**config.mk**
```make
export PLATFORM = sky130hd
export DESIGN_NAME = rounded_rect_row_span_top
export DESIGN_NICKNAME = d
export VERILOG_FILES = /design/src/design/rrs_pkg.sv /design/src/design/rrs_front.sv /design/src/design/rrs_queue.sv /design/src/design/rrs_back.sv /design/src/design/rounded_rect_row_span_top.sv
export SDC_FILE = /design/constraint.sdc
export NUM_CORES = 2
export LEC_CHECK = 0
export ABC_CLOCK_PERIOD_IN_PS = 31900
export BUFFER_PORTS_ARGS = -buffer_cell sky130_fd_sc_hd__buf_2
export CAP_MARGIN = 10
export CORE_ASPECT_RATIO = 1.5
export CORE_MARGIN = 10
export CORE_UTILIZATION = 40
export CTS_CLUSTER_SIZE = 8
export DETAILED_ROUTE_END_ITERATION = 7
export HOLD_SLACK_MARGIN = 0.05
export PLACE_DENSITY_LB_ADDON = 0.2
export SETUP_SLACK_MARGIN = 0.2
export SYNTH_ARGS = -nofsm -noshare
export SYNTH_HDL_FRONTEND = slang
export SYNTH_SLANG_ARGS = --single-unit
```
**constraint.sdc**
```tcl
create_clock -name i_clk -period 31.9 [get_ports i_clk]
set_clock_uncertainty 0.05 [all_clocks]
set_input_delay 4.785 -clock i_clk [delete_from_list [all_inputs] [get_ports i_clk]]
set_output_delay 4.785 -clock i_clk [all_outputs]
set_load 0.05 [all_outputs]
```
**src/design/rrs_pkg.sv**
```systemverilog
`timescale 1ns / 1ps

package rrs_pkg;

    // Field and register widths.
    localparam int DIM_W     = 13;
    localparam int ROW_W     = 12;
    localparam int RAD_W     = 12;
    localparam int PQ_W      = 14;
    localparam int N_W       = 26;
    localparam int ROOT_W    = 13;
    localparam int REM_W     = 16;
    localparam int CFG_IDX_W = 2;

    localparam int QUEUE_DEPTH     = 4;
    localparam int DEFAULT_MAX_DIM = 4096;

    localparam logic [DIM_W-1:0] RADIUS_RESET = 13'd18;

    typedef enum logic [CFG_IDX_W-1:0] {
        REG_FRAME_WIDTH   = 2'd0,
        REG_FRAME_HEIGHT  = 2'd1,
        REG_CORNER_RADIUS = 2'd2
    } t_reg_idx;

    typedef struct packed {
        logic [DIM_W-1:0] width;
        logic [DIM_W-1:0] height;
        logic [DIM_W-1:0] radius;
    } t_cfg;

    // One classified row on its way to the square root pipeline.
    typedef struct packed {
        logic             below;
        logic             corner;
        logic [RAD_W-1:0] radius;
        logic [DIM_W-1:0] width;
        logic [N_W-1:0]   n;
    } t_job;

endpackage

```
**src/design/rrs_front.sv**
```systemverilog
`timescale 1ns / 1ps

module rrs_front import rrs_pkg::*; #(
    parameter int MAX_DIM = DEFAULT_MAX_DIM
) (
    input  logic             i_clk,
    input  logic             i_rst_n,
    input  t_cfg             i_cfg,
    input  logic             i_row_valid,
    output logic             o_row_ready,
    input  logic [ROW_W-1:0] i_row_index,
    input  logic             i_queue_full,
    output logic             o_push,
    output t_job             o_push_job
);

    function automatic logic [DIM_W-1:0] sat_dim(input logic [DIM_W-1:0] v);
        logic [DIM_W-1:0] res;
        if (int'(v) > MAX_DIM) begin
            res = DIM_W'(MAX_DIM);
        end else begin
            res = v;
        end
        return res;
    endfunction

    logic [DIM_W-1:0] w_w, w_h, w_r0, w_min, w_y, w_hr, w_diff;
    logic [DIM_W-1:0] w_d_top, w_d_bot;
    logic [RAD_W-1:0] w_half, w_r;
    logic             w_below, w_top, w_bottom;
    logic             w_front_en;

    always_comb begin
        w_w     = sat_dim(i_cfg.width);
        w_h     = sat_dim(i_cfg.height);
        w_r0    = sat_dim(i_cfg.radius);
        w_min   = (w_w < w_h) ? w_w : w_h;
        w_half  = w_min[DIM_W-1:1];
        w_r     = (w_r0 > {1'b0, w_half}) ? w_half : w_r0[RAD_W-1:0];
        w_y     = {1'b0, i_row_index};
        w_below = (w_y >= w_h);
        w_top   = (w_r != '0) && (w_y < {1'b0, w_r});
        w_hr    = w_h - {1'b0, w_r};
        w_bottom = (w_r != '0) && !w_top && (w_y >= w_hr);
        // Twice the vertical distance from the pixel centre to the corner centre, always odd.
        w_d_top = {w_r, 1'b0} - {i_row_index, 1'b0} - DIM_W'(1);
        w_diff  = w_y - w_hr;
        w_d_bot = {w_diff[RAD_W-1:0], 1'b0} + DIM_W'(1);
    end

    logic             r_f1_valid, r_f1_below, r_f1_corner;
    logic [RAD_W-1:0] r_f1_radius;
    logic [DIM_W-1:0] r_f1_width, r_f1_d;

    logic             r_f2_valid, r_f2_below, r_f2_corner;
    logic [RAD_W-1:0] r_f2_radius;
    logic [DIM_W-1:0] r_f2_width;
    logic [PQ_W-1:0]  r_f2_p, r_f2_q;

    logic             r_f3_valid;
    t_job             r_f3_job;

    assign w_front_en  = !r_f3_valid || !i_queue_full;
    assign o_row_ready = w_front_en;
    assign o_push      = r_f3_valid && !i_queue_full;
    assign o_push_job  = r_f3_job;

    logic [PQ_W-1:0]   w_two_r;
    logic [2*PQ_W-1:0] w_prod;

    // 4r^2 - d^2 is formed as (2r - d)(2r + d), so one multiplier suffices.
    assign w_two_r = {1'b0, r_f1_radius, 1'b0};
    assign w_prod  = r_f2_p * r_f2_q;

    always_ff @(posedge i_clk) begin
        if (!i_rst_n) begin
            r_f1_valid <= 1'b0;
            r_f2_valid <= 1'b0;
            r_f3_valid <= 1'b0;
        end else if (w_front_en) begin
            r_f1_valid <= i_row_valid;
            r_f2_valid <= r_f1_valid;
            r_f3_valid <= r_f2_valid;
        end
    end

    always_ff @(posedge i_clk) begin
        if (w_front_en) begin
            r_f1_below  <= w_below;
            r_f1_corner <= (w_top || w_bottom) && !w_below;
            r_f1_radius <= w_r;
            r_f1_width  <= w_w;
            r_f1_d      <= w_top ? w_d_top : w_d_bot;

            r_f2_below  <= r_f1_below;
            r_f2_corner <= r_f1_corner;
            r_f2_radius <= r_f1_radius;
            r_f2_width  <= r_f1_width;
            r_f2_p      <= r_f1_corner ? (w_two_r - {1'b0, r_f1_d}) : '0;
            r_f2_q      <= r_f1_corner ? (w_two_r + {1'b0, r_f1_d}) : '0;

            r_f3_job.below  <= r_f2_below;
            r_f3_job.corner <= r_f2_corner;
            r_f3_job.radius <= r_f2_radius;
            r_f3_job.width  <= r_f2_width;
            r_f3_job.n      <= w_prod[N_W-1:0];
        end
    end

endmodule

```
**src/design/rrs_queue.sv**
```systemverilog
`timescale 1ns / 1ps

module rrs_queue import rrs_pkg::*; (
    input  logic i_clk,
    input  logic i_rst_n,
    input  logic i_push,
    input  t_job i_push_job,
    output logic o_full,
    input  logic i_pop,
    output logic o_valid,
    output t_job o_pop_job
);

    localparam int PTR_W = $clog2(QUEUE_DEPTH);
    localparam int CNT_W = $clog2(QUEUE_DEPTH + 1);

    t_job             r_mem [0:QUEUE_DEPTH-1];
    logic [PTR_W-1:0] r_wr_ptr, r_rd_ptr;
    logic [CNT_W-1:0] r_count;

    function automatic logic [PTR_W-1:0] ptr_inc(input logic [PTR_W-1:0] p);
        logic [PTR_W-1:0] res;
        if (p == PTR_W'(QUEUE_DEPTH - 1)) begin
            res = '0;
        end else begin
            res = p + PTR_W'(1);
        end
        return res;
    endfunction

    assign o_full    = (r_count == CNT_W'(QUEUE_DEPTH));
    assign o_valid   = (r_count != '0);
    assign o_pop_job = r_mem[r_rd_ptr];

    always_ff @(posedge i_clk) begin
        if (!i_rst_n) begin
            r_wr_ptr <= '0;
            r_rd_ptr <= '0;
            r_count  <= '0;
        end else begin
            if (i_push) begin
                r_wr_ptr <= ptr_inc(r_wr_ptr);
            end
            if (i_pop) begin
                r_rd_ptr <= ptr_inc(r_rd_ptr);
            end
            if (i_push && !i_pop) begin
                r_count <= r_count + CNT_W'(1);
            end else if (i_pop && !i_push) begin
                r_count <= r_count - CNT_W'(1);
            end
        end
    end

    always_ff @(posedge i_clk) begin
        if (i_push) begin
            r_mem[r_wr_ptr] <= i_push_job;
        end
    end

`ifndef NO_ASSERTIONS
    a_count_bound: assert property (@(posedge i_clk) disable iff (!i_rst_n)
        r_count <= CNT_W'(QUEUE_DEPTH))
        else $error("queue occupancy exceeds its depth");

    a_count_up: assert property (@(posedge i_clk) disable iff (!i_rst_n)
        (i_push && !i_pop) |=> (r_count == $past(r_count) + CNT_W'(1)))
        else $error("queue occupancy did not follow a lone push");
`endif

endmodule

```
**src/design/rrs_back.sv**
```systemverilog
`timescale 1ns / 1ps

module rrs_back import rrs_pkg::*; (
    input  logic             i_clk,
    input  logic             i_rst_n,
    input  logic             i_queue_valid,
    input  t_job             i_queue_job,
    output logic             o_pop,
    output logic             o_span_valid,
    input  logic             i_span_ready,
    output logic [RAD_W-1:0] o_span_start,
    output logic [DIM_W-1:0] o_span_length,
    output logic             o_span_present
);

    logic             r_out_valid;
    logic             r_out_present;
    logic [RAD_W-1:0] r_out_start;
    logic [DIM_W-1:0] r_out_length;

    logic w_back_en;

    assign w_back_en = !r_out_valid || i_span_ready;
    assign o_pop     = w_back_en && i_queue_valid;

    // Stage inputs; index s feeds square root stage s.
    logic              s_vld  [0:ROOT_W-1];
    t_job              s_job  [0:ROOT_W-1];
    logic [ROOT_W-1:0] s_root [0:ROOT_W-1];
    logic [REM_W-1:0]  s_rem  [0:ROOT_W-1];

    // Stage outputs; index s is written by stage s-1.
    logic              r_vld  [1:ROOT_W];
    t_job              r_job  [1:ROOT_W];
    logic [ROOT_W-1:0] r_root [1:ROOT_W];
    logic [REM_W-1:0]  r_rem  [1:ROOT_W-1];

    // One root bit per stage, most significant first.
    for (genvar s = 0; s < ROOT_W; s++) begin : g_stage
        localparam int PAIR = ROOT_W - 1 - s;

        logic [REM_W-1:0]  w_rem_sh, w_trial;
        logic [ROOT_W-1:0] w_root_nx;
        logic              w_take;

        if (s == 0) begin : g_first
            assign s_vld[s]  = i_queue_valid;
            assign s_job[s]  = i_queue_job;
            assign s_root[s] = '0;
            assign s_rem[s]  = '0;
        end else begin : g_next
            assign s_vld[s]  = r_vld[s];
            assign s_job[s]  = r_job[s];
            assign s_root[s] = r_root[s];
            assign s_rem[s]  = r_rem[s];
        end

        assign w_rem_sh  = {s_rem[s][REM_W-3:0], s_job[s].n[2*PAIR+1:2*PAIR]};
        assign w_trial   = {1'b0, s_root[s], 2'b01};
        assign w_take    = (w_rem_sh >= w_trial);
        assign w_root_nx = {s_root[s][ROOT_W-2:0], w_take};

        always_ff @(posedge i_clk) begin
            if (!i_rst_n) begin
                r_vld[s+1] <= 1'b0;
            end else if (w_back_en) begin
                r_vld[s+1] <= s_vld[s];
            end
        end

        always_ff @(posedge i_clk) begin
            if (w_back_en) begin
                r_job[s+1]  <= s_job[s];
                r_root[s+1] <= w_root_nx;
            end
        end

        if (s < ROOT_W - 1) begin : g_rem
            always_ff @(posedge i_clk) begin
                if (w_back_en) begin
                    r_rem[s+1] <= w_take ? (w_rem_sh - w_trial) : w_rem_sh;
                end
            end
        end
    end

    t_job              w_last;
    logic [ROOT_W-1:0] w_root;
    logic [RAD_W-1:0]  w_inset;
    logic [DIM_W-1:0]  w_two_inset;
    logic              w_present;

    assign w_last      = r_job[ROOT_W];
    assign w_root      = r_root[ROOT_W];
    assign w_inset     = w_last.corner ? (w_last.radius - w_root[ROOT_W-1:1]) : '0;
    assign w_two_inset = {w_inset, 1'b0};
    assign w_present   = !w_last.below && (w_last.width > w_two_inset);

    always_ff @(posedge i_clk) begin
        if (!i_rst_n) begin
            r_out_valid <= 1'b0;
        end else if (w_back_en) begin
            r_out_valid <= r_vld[ROOT_W];
        end
    end

    always_ff @(posedge i_clk) begin
        if (w_back_en) begin
            r_out_present <= w_present;
            r_out_start   <= w_present ? w_inset : '0;
            r_out_length  <= w_present ? (w_last.width - w_two_inset) : '0;
        end
    end

    assign o_span_valid   = r_out_valid;
    assign o_span_present = r_out_present;
    assign o_span_start   = r_out_start;
    assign o_span_length  = r_out_length;

`ifndef NO_ASSERTIONS
    a_empty_span_zero: assert property (@(posedge i_clk) disable iff (!i_rst_n)
        (r_out_valid && !r_out_present) |-> (r_out_start == '0 && r_out_length == '0))
        else $error("a row without a span carries a nonzero start or length");

    a_span_nonempty: assert property (@(posedge i_clk) disable iff (!i_rst_n)
        (r_out_valid && r_out_present) |-> (r_out_length != '0))
        else $error("a row marked as holding a span has zero length");
`endif

endmodule

```
**src/design/rounded_rect_row_span_top.sv**
```systemverilog
// Rounded-rectangle row span: one row request in, one span result out.
// Throughput: one row per cycle, sustained while the output side keeps taking results.
// Path from request to result: three front stages,
// one queue slot, a 13-stage bit-per-stage square root and the output register.
// Reset is synchronous and active low; it empties the pipelines and queue and
// returns the registers to width 0, height 0 and radius 18.
`timescale 1ns / 1ps

module rounded_rect_row_span_top import rrs_pkg::*; #(
    parameter int MAX_DIM = DEFAULT_MAX_DIM
) (
    input  logic                 i_clk,
    input  logic                 i_rst_n,
    input  logic                 i_cfg_valid,
    output logic                 o_cfg_ready,
    input  logic [CFG_IDX_W-1:0] i_cfg_index,
    input  logic [DIM_W-1:0]     i_cfg_data,
    input  logic                 i_row_valid,
    output logic                 o_row_ready,
    input  logic [ROW_W-1:0]     i_row_index,
    output logic                 o_span_valid,
    input  logic                 i_span_ready,
    output logic [RAD_W-1:0]     o_span_start,
    output logic [DIM_W-1:0]     o_span_length,
    output logic                 o_span_present
);

    t_cfg r_cfg;

    assign o_cfg_ready = 1'b1;

    // A write to an index beyond the register list is dropped.
    always_ff @(posedge i_clk) begin
        if (!i_rst_n) begin
            r_cfg.width  <= '0;
            r_cfg.height <= '0;
            r_cfg.radius <= RADIUS_RESET;
        end else if (i_cfg_valid) begin
            case (t_reg_idx'(i_cfg_index))
                REG_FRAME_WIDTH:   r_cfg.width  <= i_cfg_data;
                REG_FRAME_HEIGHT:  r_cfg.height <= i_cfg_data;
                REG_CORNER_RADIUS: r_cfg.radius <= i_cfg_data;
                default: ;
            endcase
        end
    end

    logic w_push, w_full, w_pop, w_queue_valid;
    t_job w_push_job, w_pop_job;

    rrs_front #(
        .MAX_DIM (MAX_DIM)
    ) u_front (
        .i_clk        (i_clk),
        .i_rst_n      (i_rst_n),
        .i_cfg        (r_cfg),
        .i_row_valid  (i_row_valid),
        .o_row_ready  (o_row_ready),
        .i_row_index  (i_row_index),
        .i_queue_full (w_full),
        .o_push       (w_push),
        .o_push_job   (w_push_job)
    );

    rrs_queue u_queue (
        .i_clk      (i_clk),
        .i_rst_n    (i_rst_n),
        .i_push     (w_push),
        .i_push_job (w_push_job),
        .o_full     (w_full),
        .i_pop      (w_pop),
        .o_valid    (w_queue_valid),
        .o_pop_job  (w_pop_job)
    );

    rrs_back u_back (
        .i_clk          (i_clk),
        .i_rst_n        (i_rst_n),
        .i_queue_valid  (w_queue_valid),
        .i_queue_job    (w_pop_job),
        .o_pop          (w_pop),
        .o_span_valid   (o_span_valid),
        .i_span_ready   (i_span_ready),
        .o_span_start   (o_span_start),
        .o_span_length  (o_span_length),
        .o_span_present (o_span_present)
    );

endmodule

```
[After elaboration in Yosys (flattened, before gate mapping)]
Memories as Yosys holds them, arrays and structs flattened. A register that Yosys moved wholly into a read port is not among the register bits.
Cells that the tools add are included.
Widths: inputs -> output; s select.
Word-level totals
  memories: 5
  bits of input ports: 32
  register bits after elaboration: 223
  memory bits (read-only): 0
  latch bits: 0
  output and inout bits: 29
  logic and storage cells: 172
  RAM bits: 1275
Memories
  u_back.r_job: words 13, width 53, rd ports 13, clocked after memory_dff 0, wr ports 13, RTL line rrs_back.sv:34  | t_job r_job [1:ROOT_W];
  u_queue.r_mem: words 4, width 53, rd ports 1, clocked after memory_dff 1, wr ports 1, RTL line rrs_queue.sv:17  | t_job r_mem [0:QUEUE_DEPTH-1];
  u_back.r_rem: words 12, width 16, rd ports 12, clocked after memory_dff 0, wr ports 12, RTL line rrs_back.sv:36  | logic [REM_W-1:0] r_rem [1:ROOT_W-1];
  u_back.r_root: words 13, width 13, rd ports 13, clocked after memory_dff 0, wr ports 13, RTL line rrs_back.sv:35  | logic [ROOT_W-1:0] r_root [1:ROOT_W];
  u_back.r_vld: words 13, width 1, rd ports 13, clocked after memory_dff 1, wr ports 13, RTL line rrs_back.sv:33  | logic r_vld [1:ROOT_W];
Cells by class
  divide/modulo/power cells: 0
  order comparisons: 22
  eq/ne operators: 5
  multipliers: 1
  reductions and logical operators: 28
  $add $sub $neg: 25
  mux-type cells: 45
  shift-type cells: 0
  bitwise operators: 13
Operator list (number)
  $ge 16x15->1: 12
  $mux 16: 12
  $sub 16x15->16: 11
  $mux 13: 5
  $gt 13x13->1 const B: 3
  $ge 12x13->1: 2
  $mul 14x14->26: 1
  $sub 13x13->13: 2
  $mux 12: 2
  $sub 12x12->12: 2
  $mux 1: 20
  $add 13x13->14: 1
  $sub 13x13->14: 1
  $add 13x1->13 const B: 1
  $gt 13x12->1: 1
  $gt 13x13->1: 1
  $lt 13x13->1: 1
  $or 1x1->1: 13
  $sub 13x1->13 const B: 1
  $sub 13x12->13: 1
  $lt 12x12->1: 1
  $reduce_bool 12->1: 1
  $logic_and 1x1->1: 9
  $logic_not 1->1: 9
  15 further kinds: 26

[Depth between registers and ports, before layout]
  depth after elaboration: 13
  gate-level depth with buffers: 37
  gate-level depth less buffers: 34

[Hierarchy]
Synthesis repeated with hierarchy kept, for this count alone.
Second synthesis, totals
  cells, all modules: 3750
  area total of the unflattened synthesis: 54387.2 um^2
Modules (own cells, without submodules)
  rrs_back: sequential area each 22601.7 um^2, instances 1, cells an instance 1800, area each 29574.6 um^2
  rrs_front: sequential area each 4444.3 um^2, instances 1, cells an instance 1482, area each 15147.0 um^2
  rrs_queue: sequential area each 6546.3 um^2, instances 1, cells an instance 321, area each 8170.3 um^2
  rounded_rect_row_span_top: sequential area each 780.7 um^2, instances 1, cells an instance 147, area each 1495.2 um^2

[Worst setup path after synthesis]
Ideal clock, no wire load.
  kind: input to register
  start: in i_span_ready
  end: mem u_back.r_vld[10] (data pin)
  arrival time: 26.521 ns
  cell stages on the path: 4
  required time: 31.572 ns
  path buffers: 1
  setup slack: 5.051 ns
  setup time: 0.278 ns
  cells stage by stage: nor2b_1 -> inv_1 -> clkbuf_1 -> and3_1
RTL lines
  start, declared: RTL line rounded_rect_row_span_top.sv:22  | input logic i_span_ready,
  end, declared: RTL line rrs_back.sv:33

==> results.py <==
metrics = {
    "critical_path": {
        "worst-r2r-cell-count": 34,
        "regToRegSetupSlack_ns": 23.24,
        "cpPeakStageDelay_ns": 0.99,
        "worstSetupPathType": "input port to flip-flop",
        "path_common_cell": "buf_4",
        "cp_slowest_cell": "buf_4",
        "r2r-start": "r_cfg[25]$_SDFFE_PN0P_",
        "crit_path_end_kind": "flip-flop",
        "crit_fanout": 186,
        "r2r-end": "u_front.r_f1_d[11]$_DFFE_PP_",
        "crit_arrival_ns": 9.41,
        "crit_chain": "buf_2, nor2b_1, inv_8, buf_4, buf_12, buf_4, buf_4",
        "crit_required_ns": 32.21,
        "startpoint_type": "input port",
    },
    "grt": {
        "grt_pass1_vias": 29880,
        "overflow": 0,
        "grt_first_pass_wirelength_mm": 158.3,
        "antenna_found_initial": 2,
        "track_usage_pct": 13.38,
        "grt_start_max_net_pins": 199,
    },
    "die": {
        "start_util_pct": 40.36,
        "dieArea_um2": 148200,
        "die_w_um": 317.7,
        "rows": 163,
        "io_pins": 61,
        "core-area_um2": 131700,
        "fp.dieH_um": 466.6,
    },
    "clock_tree": {
        "cts_tree": "done",
        "htree_levels": 4,
        "clk_pin_slew_ns": 0.05,
        "holdBufCountCts": 0,
        "numCtsBuffers": 162,
        "cts.sinks": 1152,
        "cts.path.max_buffers": 3,
        "root_buffer": "clkbuf_16",
        "cts_setup_buffers": 0,
        "insertion_delay_ns": 0.75,
        "cts_resized": 0,
    },
    "synth": {
        "synth_top_family_by_area": "adder cells",
        "synthCells": 3717,
        "ys.flop_type": "edfxtp_1",
        "synth_area_per_cell_um2": 14.31,
        "yosys.area_share.simple_pct": 8.444,
        "ys_seq_elements": 1152,
        "seq_area_frac_synth_pct": 64.07,
        "yosys.area_share.adder_pct": 12.75,
        "synth_compound_gate_area_share_pct": 5.868,
        "muxShareOfSynthArea_pct": 2.950,
        "syn_nets": 4202,
        "yosysWarnings": 0,
        "synth_xor_area_share_pct": 2.701,
        "syn_area_um2": 53180,
        "ys_types": 81,
        "synth_edf_count": 1100,
        "ys_async_sr_fraction_pct": 0,
    },
    "routing": {
        "drt_iter0_drc": 1463,
        "routed_wl_mm": 98.89,
        "drt_pre_antenna_iters": 5,
        "wire_per_inst_um": 17.49,
        "via_count": 28270,
        "drc": 0,
        "final_antenna_net_count": 0,
        "avgViaCountPerCell": 5.000,
    },
    "timing": {
        "slew_violations": 0,
        "tightest_slew_ns": 1.162,
        "setup_viol_count_final": 0,
        "fin_crit_sh_pct": 28.51,
        "clock.fmax_ghz": 0.1100,
        "rsz0062_at_grt": "false",
        "hold_violations": 0,
        "post-route-min-period_ns": 9.095,
        "maxSlewHeadroom_pct": 22.52,
        "setup_tns_ns": 0,
        "hold_slack_ns": 0.3474,
    },
    "worst_hold_path": {
        "hold_path.class": "flip-flop to flip-flop",
        "hold_end": "u_back.r_job[2][50]$_DFFE_PP_",
        "hp-start": "u_back.r_job[1][209]$_DFFE_PP_",
        "whs_path_depth": 0,
    },
    "placement": {
        "dp_hpwl_mm": 69.25,
        "place_area_um2": 55580,
        "gp_congestion": 0.8639,
        "port_buffers": 59,
    },
    "power": {
        "leakagePower_nw": 24.15,
        "ir_drop_uv": 55.26,
        "p_sw_mw": 1.614,
        "power_frac_comb_pct": 24.4,
        "power_frac_clock_pct": 28.0,
        "p_sw_share_pct": 29.77,
        "power_frac_seq_pct": 47.6,
        "power.density_nw_per_um2": 90.22,
        "intPower_mw": 3.807,
    },
    "cells_and_area": {
        "drive_gt1_share_pct": 9.232,
        "stdcell_area_um2": 60090,
        "final_core_util_pct": 45.61,
        "nets": 4369,
        "syn2layout_area_growth_pct": 13.00,
    },
    "run_status": {
        "status": "finished, final reports clean",
    },
    "job": {
        "maxCapViolCount": 0,
    },
}
cell usage in the layout, fill, tap and decap left out, types with 26 or more instances in the layout:
cell,instances
edfxtp_1,1100
inv_1,356
nand2_1,337
ha_1,305
clkbuf_16,163
a21oi_1,150
fa_1,148
nor2_1,140
and2_1,96
o21ai_0,95
xnor2_1,91
xor2_1,73
nor3_1,62
buf_2,59
nor2b_1,54
mux4_2,51
dfxtp_1,50
o21a_1,44
nand2b_1,39
a21o_1,39
mux2i_1,33
nand3_1,29
o31ai_1,29
and3_1,26
buf_4,26
Yosys cell counts (18+ instances only):
| cell type | n | area share [%] |
|---|---|---|
| a21o_1 | 39 | 0.55 |
| a21oi_1 | 150 | 1.4 |
| and2_1 | 100 | 1.2 |
| and3_1 | 26 | 0.31 |
| clkbuf_1 | 68 | 0.48 |
| dfxtp_1 | 52 | 2.0 |
| edfxtp_1 | 1100 | 62 |
| fa_1 | 148 | 5.6 |
| ha_1 | 305 | 7.2 |
| inv_1 | 358 | 2.5 |
| mux2i_1 | 33 | 0.62 |
| mux4_2 | 51 | 2.2 |
| nand2_1 | 337 | 2.4 |
| nand2b_1 | 39 | 0.46 |
| nand3_1 | 29 | 0.27 |
| nand4_1 | 18 | 0.21 |
| nor2_1 | 140 | 0.99 |
| nor2b_1 | 54 | 0.64 |
| nor3_1 | 63 | 0.59 |
| nor4_1 | 22 | 0.26 |
| o21a_1 | 44 | 0.62 |
| o21ai_0 | 95 | 0.89 |
| o21ai_1 | 20 | 0.19 |
| o31ai_1 | 29 | 0.41 |
| or3_1 | 22 | 0.26 |
| xnor2_1 | 91 | 1.5 |
| xor2_1 | 73 | 1.2 |
logic make-up after synthesis:
family	after synthesis
muxes	92
xor gates and xnor gates	164
buffers and inverters	449
and+or+nand+nor	913
other	2
AOI/OAI and AO/OA	492
adders and majority gates	453
DFF	1152
power by group through the flow:
stage	combinational (mW)	clock [mW]	sequential, mW
6_report	1.32	1.52	2.58
5_1_grt	1.49	1.63	2.64
4_1_cts	1.34	1.57	2.60
3_5_place_dp	1.34	0	2.62
3_3_place_gp	1.33	0	2.60
2_1_floorplan	1.01	0	2.51
worst max-delay path, delay by kind of cell:
| family | cells | cell delay (ns) |
|---|---|---|
| and+or+nand+nor | 1 | 0.13 |
| buffers and inverters | 6 | 4.08 |
registers in the layout (all words and copies together) (netlist names), 13 cells and up, named ones only:
signal / cells
u_back.r_job: 483
u_queue.r_mem: 204
u_back.r_rem: 140
u_back.r_root: 90
u_front.o_push_job: 51
r_cfg: 39
u_front.r_f2_q: 14
u_back.o_span_length: 13
u_back.r_vld: 13
u_front.r_f1_width: 13
u_front.r_f2_p: 13
u_front.r_f2_width: 13
worst max-delay path by stage:
stage / startpoint / slack (ns) / cells after the start / end
5_1_grt: i_span_ready / 22.41 / 7 / u_back.r_root[2][40]$_DFFE_PP_
3_3_place_gp: i_span_ready / 22.03 / 7 / u_back.r_root[2][44]$_DFFE_PP_
4_1_cts: i_span_ready / 22.77 / 7 / u_back.r_rem[2][50]$_DFFE_PP_
6_report: i_span_ready / 22.81 / 7 / u_back.r_root[2][28]$_DFFE_PP_
2_1_floorplan: i_span_ready / 5.05 / 4 / u_back.r_vld[10]$_DFFE_PP_
3_5_place_dp: i_span_ready / 21.94 / 7 / u_back.r_rem[2][51]$_DFFE_PP_
metrics by stage:
step | cells | setup slack, ns | total power [mW]
after floorplan | 3717 | 5.051 | 3.524
after global placement | 5452 | 22.03 | 3.930
after detailed placement | 5452 | 21.94 | 3.959
after CTS | 5653 | 22.77 | 5.507
after global routing | 5654 | 22.41 | 5.766
final | 5654 | 22.81 | 5.421
metal layers:
layer  up-vias  routed length, um  global-route usage (%)
met3       206               2791                   2.268
met4         0               3928                   6.634
li1      13680                  -                       -
met2       419              55980                   26.19
met5         -                  0                       0
met1     13970              36190                   13.37
cell type report:
| cell class | count | area [um2] |
|---|---|---|
| diodes | 1 | 2.502 |
| clock inverters | 16 | 344.1 |
| inverters | 365 | 1383 |
| multi-input cells | 2116 | 17420 |
| well taps | 1732 | 2167 |
| clock buffers | 185 | 4161 |
| repair buffers | 87 | 530.5 |
| fillers | 11790 | 71660 |
| flip-flops and latches | 1152 | 34080 |
(Power assumes the default switching activity.)
